[src/design/bba_pkg.sv]
// ----------------------------------------------------------------------------
// bba_pkg
// Shared constants, types and index helpers for the buddy block allocator.
// ----------------------------------------------------------------------------
package bba_pkg;

  localparam int MAX_ORDER = 10;
  localparam int NUNITS    = 1 << MAX_ORDER;
  localparam int ORD_W     = $clog2(MAX_ORDER + 2);
  localparam int OFF_W     = MAX_ORDER;
  localparam int IDX_W     = MAX_ORDER + 1;
  localparam int BIT_W     = 5;
  localparam int ROW_W     = 1 << BIT_W;
  localparam int ROW_AW    = IDX_W - BIT_W;
  localparam int ROWS      = 1 << ROW_AW;
  localparam int SIZE_W    = 40;
  localparam int SH_W      = 6;
  localparam int CFG_W     = 32;
  localparam int CIDX_W    = 2;

  localparam logic [CIDX_W-1:0] REG_UNIT_SHIFT  = 2'd0;
  localparam logic [CIDX_W-1:0] REG_BASE_OFFSET = 2'd1;
  localparam logic [CIDX_W-1:0] REG_TOP_ORDER   = 2'd2;

  localparam logic REQ_ALLOC = 1'b0;
  localparam logic REQ_FREE  = 1'b1;

  typedef struct packed {
    logic              re;
    logic              we;
    logic [ROW_AW-1:0] addr;
    logic [ROW_W-1:0]  wdata;
  } map_req_t;

  typedef struct packed {
    logic             valid;
    logic             fail;
    logic             alloc;
    logic [OFF_W-1:0] at;
    logic [ORD_W-1:0] ord;
  } ctl_res_t;

  // flat index of block (k, off): orders stacked from order 0 upward
  function automatic logic [IDX_W-1:0] map_index(input logic [ORD_W-1:0] k,
                                                 input logic [OFF_W-1:0] off);
    logic [IDX_W:0] tot;
    tot = (IDX_W+1)'(2 * NUNITS);
    return IDX_W'(tot - (tot >> k)) + IDX_W'(off >> k);
  endfunction

  function automatic logic [IDX_W-1:0] order_last(input logic [ORD_W-1:0] k);
    logic [IDX_W:0] tot;
    tot = (IDX_W+1)'(2 * NUNITS);
    return IDX_W'(tot - (tot >> (k + ORD_W'(1))) - (IDX_W+1)'(1));
  endfunction

endpackage

[src/design/bba_map.sv]
// ----------------------------------------------------------------------------
// bba_map
// Free-map storage: rows of block flags, one port, registered read data.
// ----------------------------------------------------------------------------
module bba_map import bba_pkg::*; (
  input  logic             clk,
  input  map_req_t         req,
  output logic [ROW_W-1:0] rdata
);

  logic [ROW_W-1:0] mem [ROWS];

  always_ff @(posedge clk) begin
    if (req.we) begin
      mem[req.addr] <= req.wdata;
    end
    if (req.re) begin
      rdata <= mem[req.addr];
    end
  end

endmodule

[src/design/bba_ctrl.sv]
// ----------------------------------------------------------------------------
// bba_ctrl
// Sequencer: order search, lowest-free scan, split and merge walks.
// ----------------------------------------------------------------------------
module bba_ctrl import bba_pkg::*; (
  input  logic              clk,
  input  logic              rst,
  input  logic              restart,
  input  logic              start,
  input  logic              req_type,
  input  logic [23:0]       num_elements,
  input  logic [15:0]       element_size,
  input  logic [OFF_W-1:0]  free_unit_offset,
  input  logic [3:0]        free_order,
  input  logic [4:0]        unit_shift,
  input  logic [ORD_W-1:0]  top,
  output logic              busy,
  output map_req_t          mreq,
  input  logic [ROW_W-1:0]  rdata,
  output ctl_res_t          res
);

  localparam logic [3:0] S_CLEAR    = 4'd0;
  localparam logic [3:0] S_IDLE     = 4'd1;
  localparam logic [3:0] S_ORD      = 4'd2;
  localparam logic [3:0] S_SCAN_RD  = 4'd3;
  localparam logic [3:0] S_SCAN_CHK = 4'd4;
  localparam logic [3:0] S_SPLIT_RD = 4'd5;
  localparam logic [3:0] S_SPLIT_WR = 4'd6;
  localparam logic [3:0] S_FCHK     = 4'd7;
  localparam logic [3:0] S_FREE_RD  = 4'd8;
  localparam logic [3:0] S_FREE_CHK = 4'd9;
  localparam logic [3:0] S_FIN_RD   = 4'd10;
  localparam logic [3:0] S_FIN_WR   = 4'd11;

  logic [3:0]        state;
  logic [ROW_AW-1:0] crow;
  logic [ROW_AW-1:0] row;
  logic [SIZE_W-1:0] prod;
  logic [ORD_W-1:0]  ord;
  logic [ORD_W-1:0]  j;
  logic [ORD_W-1:0]  k;
  logic [OFF_W-1:0]  at;
  logic [OFF_W-1:0]  off;
  logic [3:0]        fk;

  logic [SH_W-1:0]   shamt;
  logic              fits;
  logic [IDX_W-1:0]  sj;
  logic [IDX_W-1:0]  ej;
  logic [IDX_W-1:0]  ti;
  logic [ROW_W-1:0]  masked;
  logic [BIT_W-1:0]  lo;
  logic [IDX_W-1:0]  fidx;
  logic [OFF_W-1:0]  fat;
  logic [ORD_W-1:0]  tk;
  logic [OFF_W-1:0]  toff;
  logic [IDX_W-1:0]  tidx;
  logic [OFF_W:0]    span;
  logic [OFF_W-1:0]  kbit;

  assign busy  = (state != S_IDLE);
  assign shamt = SH_W'(ord) + SH_W'(unit_shift);
  assign fits  = (prod == '0) || (((prod - SIZE_W'(1)) >> shamt) == '0);
  assign sj    = map_index(j, '0);
  assign ej    = order_last(j);
  assign ti    = map_index(top, '0);
  assign span  = (OFF_W+1)'(1) << top;
  assign kbit  = OFF_W'(1) << k;

  // entries of order j within the current row
  always_comb begin
    logic [IDX_W-1:0] idx;
    masked = '0;
    lo     = '0;
    for (int b = 0; b < ROW_W; b++) begin
      idx       = {row, BIT_W'(b)};
      masked[b] = rdata[b] && (idx >= sj) && (idx <= ej);
    end
    for (int b = ROW_W - 1; b >= 0; b--) begin
      if (masked[b]) begin
        lo = BIT_W'(b);
      end
    end
  end

  assign fidx = {row, lo};
  assign fat  = OFF_W'((fidx - sj) << j);

  // target block of the split / merge walk
  always_comb begin
    tk   = k;
    toff = off;
    case (state)
      S_SPLIT_RD, S_SPLIT_WR: begin
        tk   = k - ORD_W'(1);
        toff = at | (OFF_W'(1) << (k - ORD_W'(1)));
      end
      S_FREE_RD, S_FREE_CHK: begin
        toff = off ^ kbit;
      end
      default: begin
        tk   = k;
        toff = off;
      end
    endcase
  end

  assign tidx = map_index(tk, toff);

  always_comb begin
    mreq = '0;
    unique case (state)
      S_CLEAR: begin
        mreq.we    = 1'b1;
        mreq.addr  = crow;
        mreq.wdata = (crow == ti[IDX_W-1:BIT_W]) ? (ROW_W'(1) << ti[BIT_W-1:0]) : '0;
      end
      S_SCAN_RD: begin
        mreq.re   = 1'b1;
        mreq.addr = row;
      end
      S_SCAN_CHK: begin
        mreq.we    = |masked;
        mreq.addr  = row;
        mreq.wdata = rdata & ~(ROW_W'(1) << lo);
      end
      S_SPLIT_RD, S_FREE_RD, S_FIN_RD: begin
        mreq.re   = 1'b1;
        mreq.addr = tidx[IDX_W-1:BIT_W];
      end
      S_SPLIT_WR, S_FIN_WR: begin
        mreq.we    = 1'b1;
        mreq.addr  = tidx[IDX_W-1:BIT_W];
        mreq.wdata = rdata | (ROW_W'(1) << tidx[BIT_W-1:0]);
      end
      S_FREE_CHK: begin
        mreq.we    = rdata[tidx[BIT_W-1:0]];
        mreq.addr  = tidx[IDX_W-1:BIT_W];
        mreq.wdata = rdata & ~(ROW_W'(1) << tidx[BIT_W-1:0]);
      end
      default: begin
        mreq = '0;
      end
    endcase
  end

  always_ff @(posedge clk) begin
    if (rst) begin
      state <= S_CLEAR;
      crow  <= '0;
      res   <= '0;
    end else begin
      if (restart) begin
        res.valid <= 1'b0;
        state     <= S_CLEAR;
        crow      <= '0;
      end else begin
        unique case (state)
          S_CLEAR: begin
            crow <= crow + ROW_AW'(1);
            if (crow == ROW_AW'(ROWS - 1)) begin
              state <= S_IDLE;
            end
          end
          S_IDLE: begin
            // a result is held for the single idle cycle that follows it
            res.valid <= 1'b0;
            if (start) begin
              prod <= SIZE_W'(num_elements) * SIZE_W'(element_size);
              ord  <= '0;
              off  <= free_unit_offset;
              fk   <= free_order;
              state <= (req_type == REQ_FREE) ? S_FCHK : S_ORD;
            end
          end
          S_ORD: begin
            if (ord > top) begin
              res   <= '{valid: 1'b1, fail: 1'b1, alloc: 1'b0, at: '0, ord: '0};
              state <= S_IDLE;
            end else if (fits) begin
              j     <= ord;
              row   <= ROW_AW'(map_index(ord, '0) >> BIT_W);
              state <= S_SCAN_RD;
            end else begin
              ord <= ord + ORD_W'(1);
            end
          end
          S_SCAN_RD: begin
            state <= S_SCAN_CHK;
          end
          S_SCAN_CHK: begin
            if (|masked) begin
              at <= fat;
              k  <= j;
              if (j == ord) begin
                res   <= '{valid: 1'b1, fail: 1'b0, alloc: 1'b1, at: fat, ord: ord};
                state <= S_IDLE;
              end else begin
                state <= S_SPLIT_RD;
              end
            end else if (row != ej[IDX_W-1:BIT_W]) begin
              row   <= row + ROW_AW'(1);
              state <= S_SCAN_RD;
            end else if (j >= top) begin
              res   <= '{valid: 1'b1, fail: 1'b1, alloc: 1'b0, at: '0, ord: '0};
              state <= S_IDLE;
            end else begin
              j     <= j + ORD_W'(1);
              row   <= ROW_AW'(map_index(j + ORD_W'(1), '0) >> BIT_W);
              state <= S_SCAN_RD;
            end
          end
          S_SPLIT_RD: begin
            state <= S_SPLIT_WR;
          end
          S_SPLIT_WR: begin
            k <= k - ORD_W'(1);
            if (k - ORD_W'(1) == ord) begin
              res   <= '{valid: 1'b1, fail: 1'b0, alloc: 1'b1, at: at, ord: ord};
              state <= S_IDLE;
            end else begin
              state <= S_SPLIT_RD;
            end
          end
          S_FCHK: begin
            if ((4'(top) < fk) || ({1'b0, off} >= span)) begin
              res   <= '{valid: 1'b1, fail: 1'b1, alloc: 1'b0, at: '0, ord: '0};
              state <= S_IDLE;
            end else begin
              k     <= ORD_W'(fk);
              off   <= off & ~((OFF_W'(1) << fk) - OFF_W'(1));
              state <= (ORD_W'(fk) < top) ? S_FREE_RD : S_FIN_RD;
            end
          end
          S_FREE_RD: begin
            state <= S_FREE_CHK;
          end
          S_FREE_CHK: begin
            if (rdata[tidx[BIT_W-1:0]]) begin
              // buddy free: absorb it and climb one order
              off   <= off & ~kbit;
              k     <= k + ORD_W'(1);
              state <= (k + ORD_W'(1) < top) ? S_FREE_RD : S_FIN_RD;
            end else begin
              state <= S_FIN_RD;
            end
          end
          S_FIN_RD: begin
            state <= S_FIN_WR;
          end
          S_FIN_WR: begin
            res   <= '{valid: 1'b1, fail: 1'b0, alloc: 1'b0, at: '0, ord: '0};
            state <= S_IDLE;
          end
          default: begin
            state <= S_IDLE;
          end
        endcase
      end
    end
  end

endmodule

[src/design/buddy_block_allocator_core.sv]
// ----------------------------------------------------------------------------
// buddy_block_allocator_core
// Buddy allocator over 1024 minimum-size units with a row-organized free map.
// ----------------------------------------------------------------------------
// Requests are taken when start is high and busy is low; each one yields one
// result, shown for a single cycle with done high, which the receiver must
// take as it comes. Busy stays high through the order search, the scan of
// free-map rows and the split levels of an allocate, and through the buddy
// checks and final write of a free; a rejected free skips these. done rises
// in the cycle after busy drops. The single-port free-map memory is read or
// written one row per cycle.
// After reset and after every write of top_order a clearing pass over all
// 64 rows runs with busy high.
module buddy_block_allocator_core import bba_pkg::*; (
  input  logic              clk,
  input  logic              rst,
  input  logic              cfg_we,
  input  logic [CIDX_W-1:0] cfg_index,
  input  logic [CFG_W-1:0]  cfg_wdata,
  input  logic              start,
  output logic              busy,
  input  logic              req_type,
  input  logic [23:0]       num_elements,
  input  logic [15:0]       element_size,
  input  logic [9:0]        free_unit_offset,
  input  logic [3:0]        free_order,
  output logic              done,
  output logic              status,
  output logic [31:0]       byte_address,
  output logic [26:0]       padded_bytes,
  output logic [9:0]        unit_offset,
  output logic [3:0]        block_order
);

  logic [4:0]       unit_shift;
  logic [31:0]      base_offset;
  logic [3:0]       top_order;
  logic [ORD_W-1:0] top;
  logic             restart;
  logic             accept;
  map_req_t         mreq;
  logic [ROW_W-1:0] rdata;
  ctl_res_t         res;
  logic [SH_W-1:0]  psh;

  assign top     = (top_order > 4'(MAX_ORDER)) ? ORD_W'(MAX_ORDER) : ORD_W'(top_order);
  assign restart = cfg_we && (cfg_index == REG_TOP_ORDER);
  assign accept  = start && !busy;
  assign psh     = SH_W'(res.ord) + SH_W'(unit_shift);

  always_ff @(posedge clk) begin
    if (rst) begin
      unit_shift  <= 5'd8;
      base_offset <= '0;
      top_order   <= 4'd10;
    end else if (cfg_we) begin
      case (cfg_index)
        REG_UNIT_SHIFT:  unit_shift  <= cfg_wdata[4:0];
        REG_BASE_OFFSET: base_offset <= cfg_wdata;
        REG_TOP_ORDER:   top_order   <= cfg_wdata[3:0];
        default: begin
        end
      endcase
    end
  end

  bba_ctrl u_ctrl (
    .clk              (clk),
    .rst              (rst),
    .restart          (restart),
    .start            (accept),
    .req_type         (req_type),
    .num_elements     (num_elements),
    .element_size     (element_size),
    .free_unit_offset (free_unit_offset),
    .free_order       (free_order),
    .unit_shift       (unit_shift),
    .top              (top),
    .busy             (busy),
    .mreq             (mreq),
    .rdata            (rdata),
    .res              (res)
  );

  bba_map u_map (
    .clk   (clk),
    .req   (mreq),
    .rdata (rdata)
  );

  // result formatting: failures and frees carry zero fields
  always_ff @(posedge clk) begin
    if (rst) begin
      done <= 1'b0;
    end else begin
      done <= res.valid;
    end
    status <= res.fail;
    if (res.alloc && !res.fail) begin
      byte_address <= base_offset + (32'(res.at) << unit_shift);
      padded_bytes <= 27'(1) << psh;
      unit_offset  <= res.at;
      block_order  <= 4'(res.ord);
    end else begin
      byte_address <= '0;
      padded_bytes <= '0;
      unit_offset  <= '0;
      block_order  <= '0;
    end
  end

endmodule

[config.mk]
export PLATFORM = sky130hd
export DESIGN_NAME = buddy_block_allocator_core
export DESIGN_NICKNAME = d
export VERILOG_FILES = /design/src/design/bba_pkg.sv /design/src/design/bba_map.sv /design/src/design/bba_ctrl.sv /design/src/design/buddy_block_allocator_core.sv
export SDC_FILE = /design/constraint.sdc
export NUM_CORES = 2
export LEC_CHECK = 0
export BUFFER_PORTS_ARGS = -buffer_cell sky130_fd_sc_hd__buf_2
export CELL_PAD_IN_SITES_DETAIL_PLACEMENT = 0
export CELL_PAD_IN_SITES_GLOBAL_PLACEMENT = 2
export CORE_MARGIN = 3
export CORE_UTILIZATION = 40
export DETAILED_ROUTE_END_ITERATION = 7
export GPL_ROUTABILITY_DRIVEN = 0
export PLACE_DENSITY = 0.74
export SLEW_MARGIN = 10
export SYNTH_ARGS = -nofsm -noshare
export SYNTH_HDL_FRONTEND = slang
export SYNTH_HIERARCHICAL = 1
export SYNTH_SLANG_ARGS = --single-unit
[constraint.sdc]
create_clock -name clk -period 14.8 [get_ports clk]
set_input_delay 0 -clock clk [delete_from_list [all_inputs] [get_ports clk]]
set_output_delay 0 -clock clk [all_outputs]
set_load 0.01 [all_outputs]
[Word level (Yosys, flattened, before mapping)]
Memories as Yosys holds them, arrays and structs flattened. A register that Yosys moved wholly into a read port is not among the register bits.
Cells that the tools add are included.
Word-level totals
  flip-flop bits (word level): 225
  bits in writable memories: 2048
  input port bits: 93
  memories kept: 1
Operators by class
  add/sub/neg operators: 23
  multiply operators: 1
  magnitude comparators: 72
  equal/unequal tests: 38
  shift-type cells: 21
  multiplexer cells: 92
  bitwise gates (word level): 13
  reductions and logical operators: 103
Memory list
  u_map.mem: words 64, width 32, rd ports 1, clocked after memory_dff 1, wr ports 1, RTL line bba_map.sv:11  | logic [ROW_W-1:0] mem [ROWS];
Operators with widths (count)
  $ge A11 B11 Y1: 32
  $le A11 B11 Y1: 32
  $mux W5: 32
  $pmux W32 S4: 1
  $mux W17: 7
  $shl A1 B5 Y32 const A: 3
  $logic_not A40 Y1: 2
  $mux W4: 20
  $pmux W16 S5: 1
  $logic_and A1 B1 Y1: 67
  $and A32 B32 Y32: 2
  $not A32 Y32: 2
  $shr A12 B4 Y11 const A: 5
  $add A11 B11 Y11: 5
  $sub A1 B11 Y11 const A: 5
  $pmux W4 S11: 1
  $shr A1 B4 Y11 const A: 4
  $mul A24 B16 Y40: 1
  $shr A40 B6 Y40: 1
  $sub A40 B1 Y40 const B: 1
  $add A32 B32 Y32: 1
  $mux W32: 1
  $or A32 B32 Y32: 1
  $reduce_or A32 Y1: 1
  other kinds (73): 135

[Depth between registers and ports, before layout]
  word-level depth: 43
  mapped depth: 41
  gate-level depth less buffers: 36

[Cells and area by module]
Netlist, hierarchy kept.
Modules (own cells, without submodules)
  bba_map: instances 1, cells an instance 4370, area each 78935.7 µm², sequential area each 62459.9 µm²
  bba_ctrl: instances 1, cells an instance 3294, area each 26271.4 µm², sequential area each 3002.9 µm²
  buddy_block_allocator_core: instances 1, cells an instance 738, area each 5957.0 µm², sequential area each 2322.2 µm²

[Worst setup path after synthesis]
Ideal clock, no wire load.
  kind: register to register
  from: register u_ctrl.j[2]
  to: register u_ctrl.at[6], data pin
  arrival time: 7.811 ns
  data required time: 14.534 ns
  setup slack: 6.724 ns
  stages on the path, launching flop included: 38
  buffers on the path: 4
  period minus slack after synthesis: 8.076 ns
  path through: edfxtp_1 buf_6 clkinv_1 ha_1 buf_2 nor3b_1 mux2i_1 buf_2 a21boi_0 nand2_1 nor2_1 mux2i_1 a22o_1 nand4_1 xnor2_1 ha_1 a21o_1 a221o_1 [2 not listed] o32a_1 o22ai_1 nor3_1 a211oi_1 nor3_1 o311ai_1 a311oi_1 ha_1 inv_1 nor2_1 and2_1 a311oi_2 o311ai_4 o41ai_4 xnor2_1 mux4_2 mux2i_1 nor2_1
Between the ends
  cells in the longest elaborated chain, start to end: 40
Ends and longest elaborated chain
  start, declared: RTL line bba_ctrl.sv:41  | logic [ORD_W-1:0] j;
  start signal, assigned: RTL line bba_ctrl.sv:182  | j <= ord;
  start signal, assigned: RTL line bba_ctrl.sv:209  | j <= j + ORD_W'(1);
  $add A4 B1 Y4 or $shr A12 B4 Y11 (tied branches): RTL line bba_pkg.sv:54, bba_pkg.sv:48
  $shr A12 B4 Y11 or $sub A1 B11 Y11 (tied branches): RTL line bba_pkg.sv:54, bba_pkg.sv:48
  $sub A1 B11 Y11 or $add A11 B11 Y11 (tied branches): RTL line bba_pkg.sv:54, bba_pkg.sv:48
  $sub A11 B1 Y11 or $ge A11 B11 Y1 (tied branches): RTL line bba_pkg.sv:54, bba_ctrl.sv:78
  $le A11 B11 Y1 or $logic_and A1 B1 Y1 (tied branches): RTL line bba_ctrl.sv:78  | masked[b] = rdata[b] && (idx >= sj) && (idx <= ej);
  $logic_and A1 B1 Y1: RTL line bba_ctrl.sv:78
  $mux W5 (32 in a row): RTL line bba_ctrl.sv:81  | if (masked[b]) begin
  $sub A11 B11 Y11: RTL line bba_ctrl.sv:88  | assign fat = OFF_W'((fidx - sj) << j);
  $shl A11 B4 Y10 *: RTL line bba_ctrl.sv:88
  via u_ctrl.fat[6]: RTL line bba_ctrl.sv:55  | logic [OFF_W-1:0] fat;
  end signal, assigned: RTL line bba_ctrl.sv:194  | at <= fat;
  end, declared: RTL line bba_ctrl.sv:43  | logic [OFF_W-1:0] at;
The timed path passes the listed nets; every way through them passes the cells marked *.
A chain may end at the register's enable or synchronous reset.

[Final worst setup path]
  from: register u_ctrl.j[1]
  to: register u_ctrl.at[6], data pin
Same word-level chain as after synthesis.

==> run metrics <==
status=finished, final reports clean; pin count of the biggest net entering global routing=132; final hold violations=0; DP Wirelength=roughly 230 mm; Reg area=between 0.06 and 0.07 mm²; Avg Cell Area, Syn=~13 µm²; die footprint=0.2843 mm²; Initial DRC Count=between 8000 and 9000; placed inst area=between 0.1 and 0.15 mm²; critical path peak fanout=25; Num CTS Buffers=240; Root Driver=clkbuf_16; RSZ-0062 raised after global routing=no; top cell type's share of synthesized area=0.5840; number of I/O pins=169; achievable frequency=approximately 96 MHz; Worst-Margin Slew=between 1 and 1.5 ns; WL/cell=29.27 µm; layout cells sized above 1=0.1196; total negative slack=0 ns; CTS tree=done; Max stage delay on crit path=between 0.8 and 0.9 ns; minimum clock period=around 10 ns; final instance area=approximately 0.13 mm²; DRC Markers=0; Clk pin slew, worst setup/hold paths=~0.07 ns; Post-Synthesis Cell Area=between 0.1 and 0.15 mm²; M3 GR Usage=0.04595; Clk pwr share=0.347; net load switching power=5273 µW; Hold WS=0.07031 ns; PwrDens=142.5 mW/mm²; Syn Nets=approximately 9000; Initial Utilization=0.4041; sequential element share of the synthesized area=0.6098; initial antenna violation count=21; Cells after Synth=around 8400; Leakage=about 0.046 µW; Worst slew margin=0.1245; ys flop type=edfxtp_1; total grt overflow=0; global-route wire length before repair=between 500 and 600 mm; max-slew violations=0; cell class contributing the biggest share of worst-path delay=simple AND/OR/NAND/NOR gates; clock net sink count=2305; core box area=about 0.28 mm²; Synth area leader=edfxtp_1; drt pass-1 iters=8; worst hold path class=in2reg; busiest metal layer after global routing=met2; vias in the first global route=roughly 74000; Vias=roughly 76000; Synth warnings=6; Longest Clk Path Bufs=4; Data required, critical path=roughly 15 ns; layout filler cell count=around 24000; Max IR drop VDD=between 200 and 300 µV; crit path DAT=around 11 ns; P_int=12760 µW; clock skew=around 0.15 ns; area of the multi-input gates=just over 0.04 mm²; Buf/Inv on CP=2; power share of the sequential group=0.404; Post-synth EDFFs=2162; critical path class=reg2reg; Final ANT Viol Nets=0; Commonest cells post-synth=2162 x edfxtp_1, 653 x nand2_1, 524 x nor2_1; most frequent CP cell=ha_1; H-Tree Depth=4; Area Overhead vs Synth=13.82%; GRT met1 Usage=0.3418; # setup viols final=0; critical path's slowest cell=edfxtp_1; gr usage total=0.2499; worst reg2reg setup slack=about 4.4 ns; Async SR Flop Fraction=0; clk_lat worst skew=around 0.93 ns; most common cell in the netlist=edfxtp_1; top cells by area, synth=edfxtp_1 58%, fa_1 5.6%, ha_1 2.7%; Tot Pwr=roughly 18000 µW; Crit. End Element=flip-flop; combinational group share of total power=0.249; Sw Ratio=0.2925; synth unique cells=approximately 110; Final Cycle Share=0.7059; final core occ=0.4600; I/O Buffers=about 170; max capacitance violation total=0; Die Ht=roughly 530 µm; Seq cells post-synth=~2300; final net count=between 9000 and 10000; Startpoint Class=flip-flop; met2 Usage GRT=0.3926; Die X=533.2 µm; final wirelength=about 370 mm; vias per cell=about 6.1; cell row count=about 190
==> registers in the layout, indices dropped and copies added (netlist names), 10 cells and up <==
name / flops
u_ctrl/res: 17
u_map/rdata: 32
byte_address: 32
u_ctrl/at: 10
padded_bytes: 27
u_map/mem: 2048
u_ctrl/off: 10
unit_offset: 10
base_offset: 32
u_ctrl/prod: 40
==> area by class of cell <==
class | instances | area share
Multi-Input combinational cell | 5136 | 0.3190
Antenna cell | 9 | 0.0001780
Sequential cell | 2305 | 0.5357
Clock inverter | 155 | 0.01530
Timing Repair Buffer | 520 | 0.03238
Clock buffer | 277 | 0.04872
Tap cell | 3686 | 0.03645
Inverter | 410 | 0.01218
==> cells by family (layout without fill, tap and decap cells) <==
group / after synthesis / count (layout) / synth area share
XOR/XNOR: 146 / 146 / 0.01174
AO/OA/AOI/OAI: 2148 / 2148 / 0.1373
adder cells (fa/ha/maj): 549 / 549 / 0.08273
buffers and inverters: 961 / 1362 / 0.03665
AND/OR/NAND/NOR: 1923 / 1923 / 0.08094
flip-flops: 2305 / 2305 / 0.6098
other: 0 / 9 / 0
multiplexers: 370 / 370 / 0.04089
==> power by group through the flow <==
stage	registers, µW	clock network [µW]	logic, µW
after floorplan	7430	0	3210
after detailed placement	7430	0	4560
after global routing	7290	6590	5060
final	7290	6250	4490
after CTS	7290	6340	4630
after global placement	7430	0	4550
==> metrics by stage <==
stage	std cells	worst slack, ns
floorplan	8402	6.724
global placement	11883	4.484
detailed placement	11887	4.586
CTS	12486	4.575
global route	12491	3.650
finish	12498	4.353
==> tightest hold or removal path, stage by stage <==
cell and delay, ns:
buf_2 0.44, and2_1 0.21, ha_1 0.13
==> what timing repair did <==
action | CTS | global route
gates resized for setup | 0 | 0
hold buffers | 167 | 0
buffers inserted | 0 | 0
endpoints found under the hold margin | 89 | 0
==> cell usage in the layout (no fill, tap or decap), types with 108 or more instances in the layout <==
| master | count |
|---|---|
| a22oi_1 | 315 |
| clkbuf_16 | 240 |
| mux2i_1 | 213 |
| nand2_1 | 652 |
| dfxtp_1 | 143 |
| o22ai_1 | 160 |
| edfxtp_1 | 2162 |
| fa_1 | 310 |
| o21ai_0 | 246 |
| nor2_1 | 453 |
| a221oi_1 | 320 |
| inv_1 | 401 |
| a21oi_1 | 410 |
| nand3_1 | 108 |
| ha_1 | 239 |
| and2_1 | 182 |
| buf_4 | 170 |
| buf_2 | 168 |
| dlygate4sd3_1 | 167 |
==> metal layers <==
metal / wire [µm] / vias to the layer above
li1: - / 32665
met4: 17200 / 14
met5: 83 / -
met3: 31090 / 726
met2: 167800 / 3527
met1: 149700 / 38756
==> worst paths after layout <==
check	from	end	cells after the start
worst max-delay path	u_ctrl/j[1]	u_ctrl/at[6]	33
worst max register to register	u_ctrl/j[1]	u_ctrl/at[6]	33
worst min-delay path	element_size[1]	u_ctrl/prod[1]	3
worst min register to register	u_ctrl/res[15]	status	0
No activity file was read; power rests on OpenSTA's default activity.
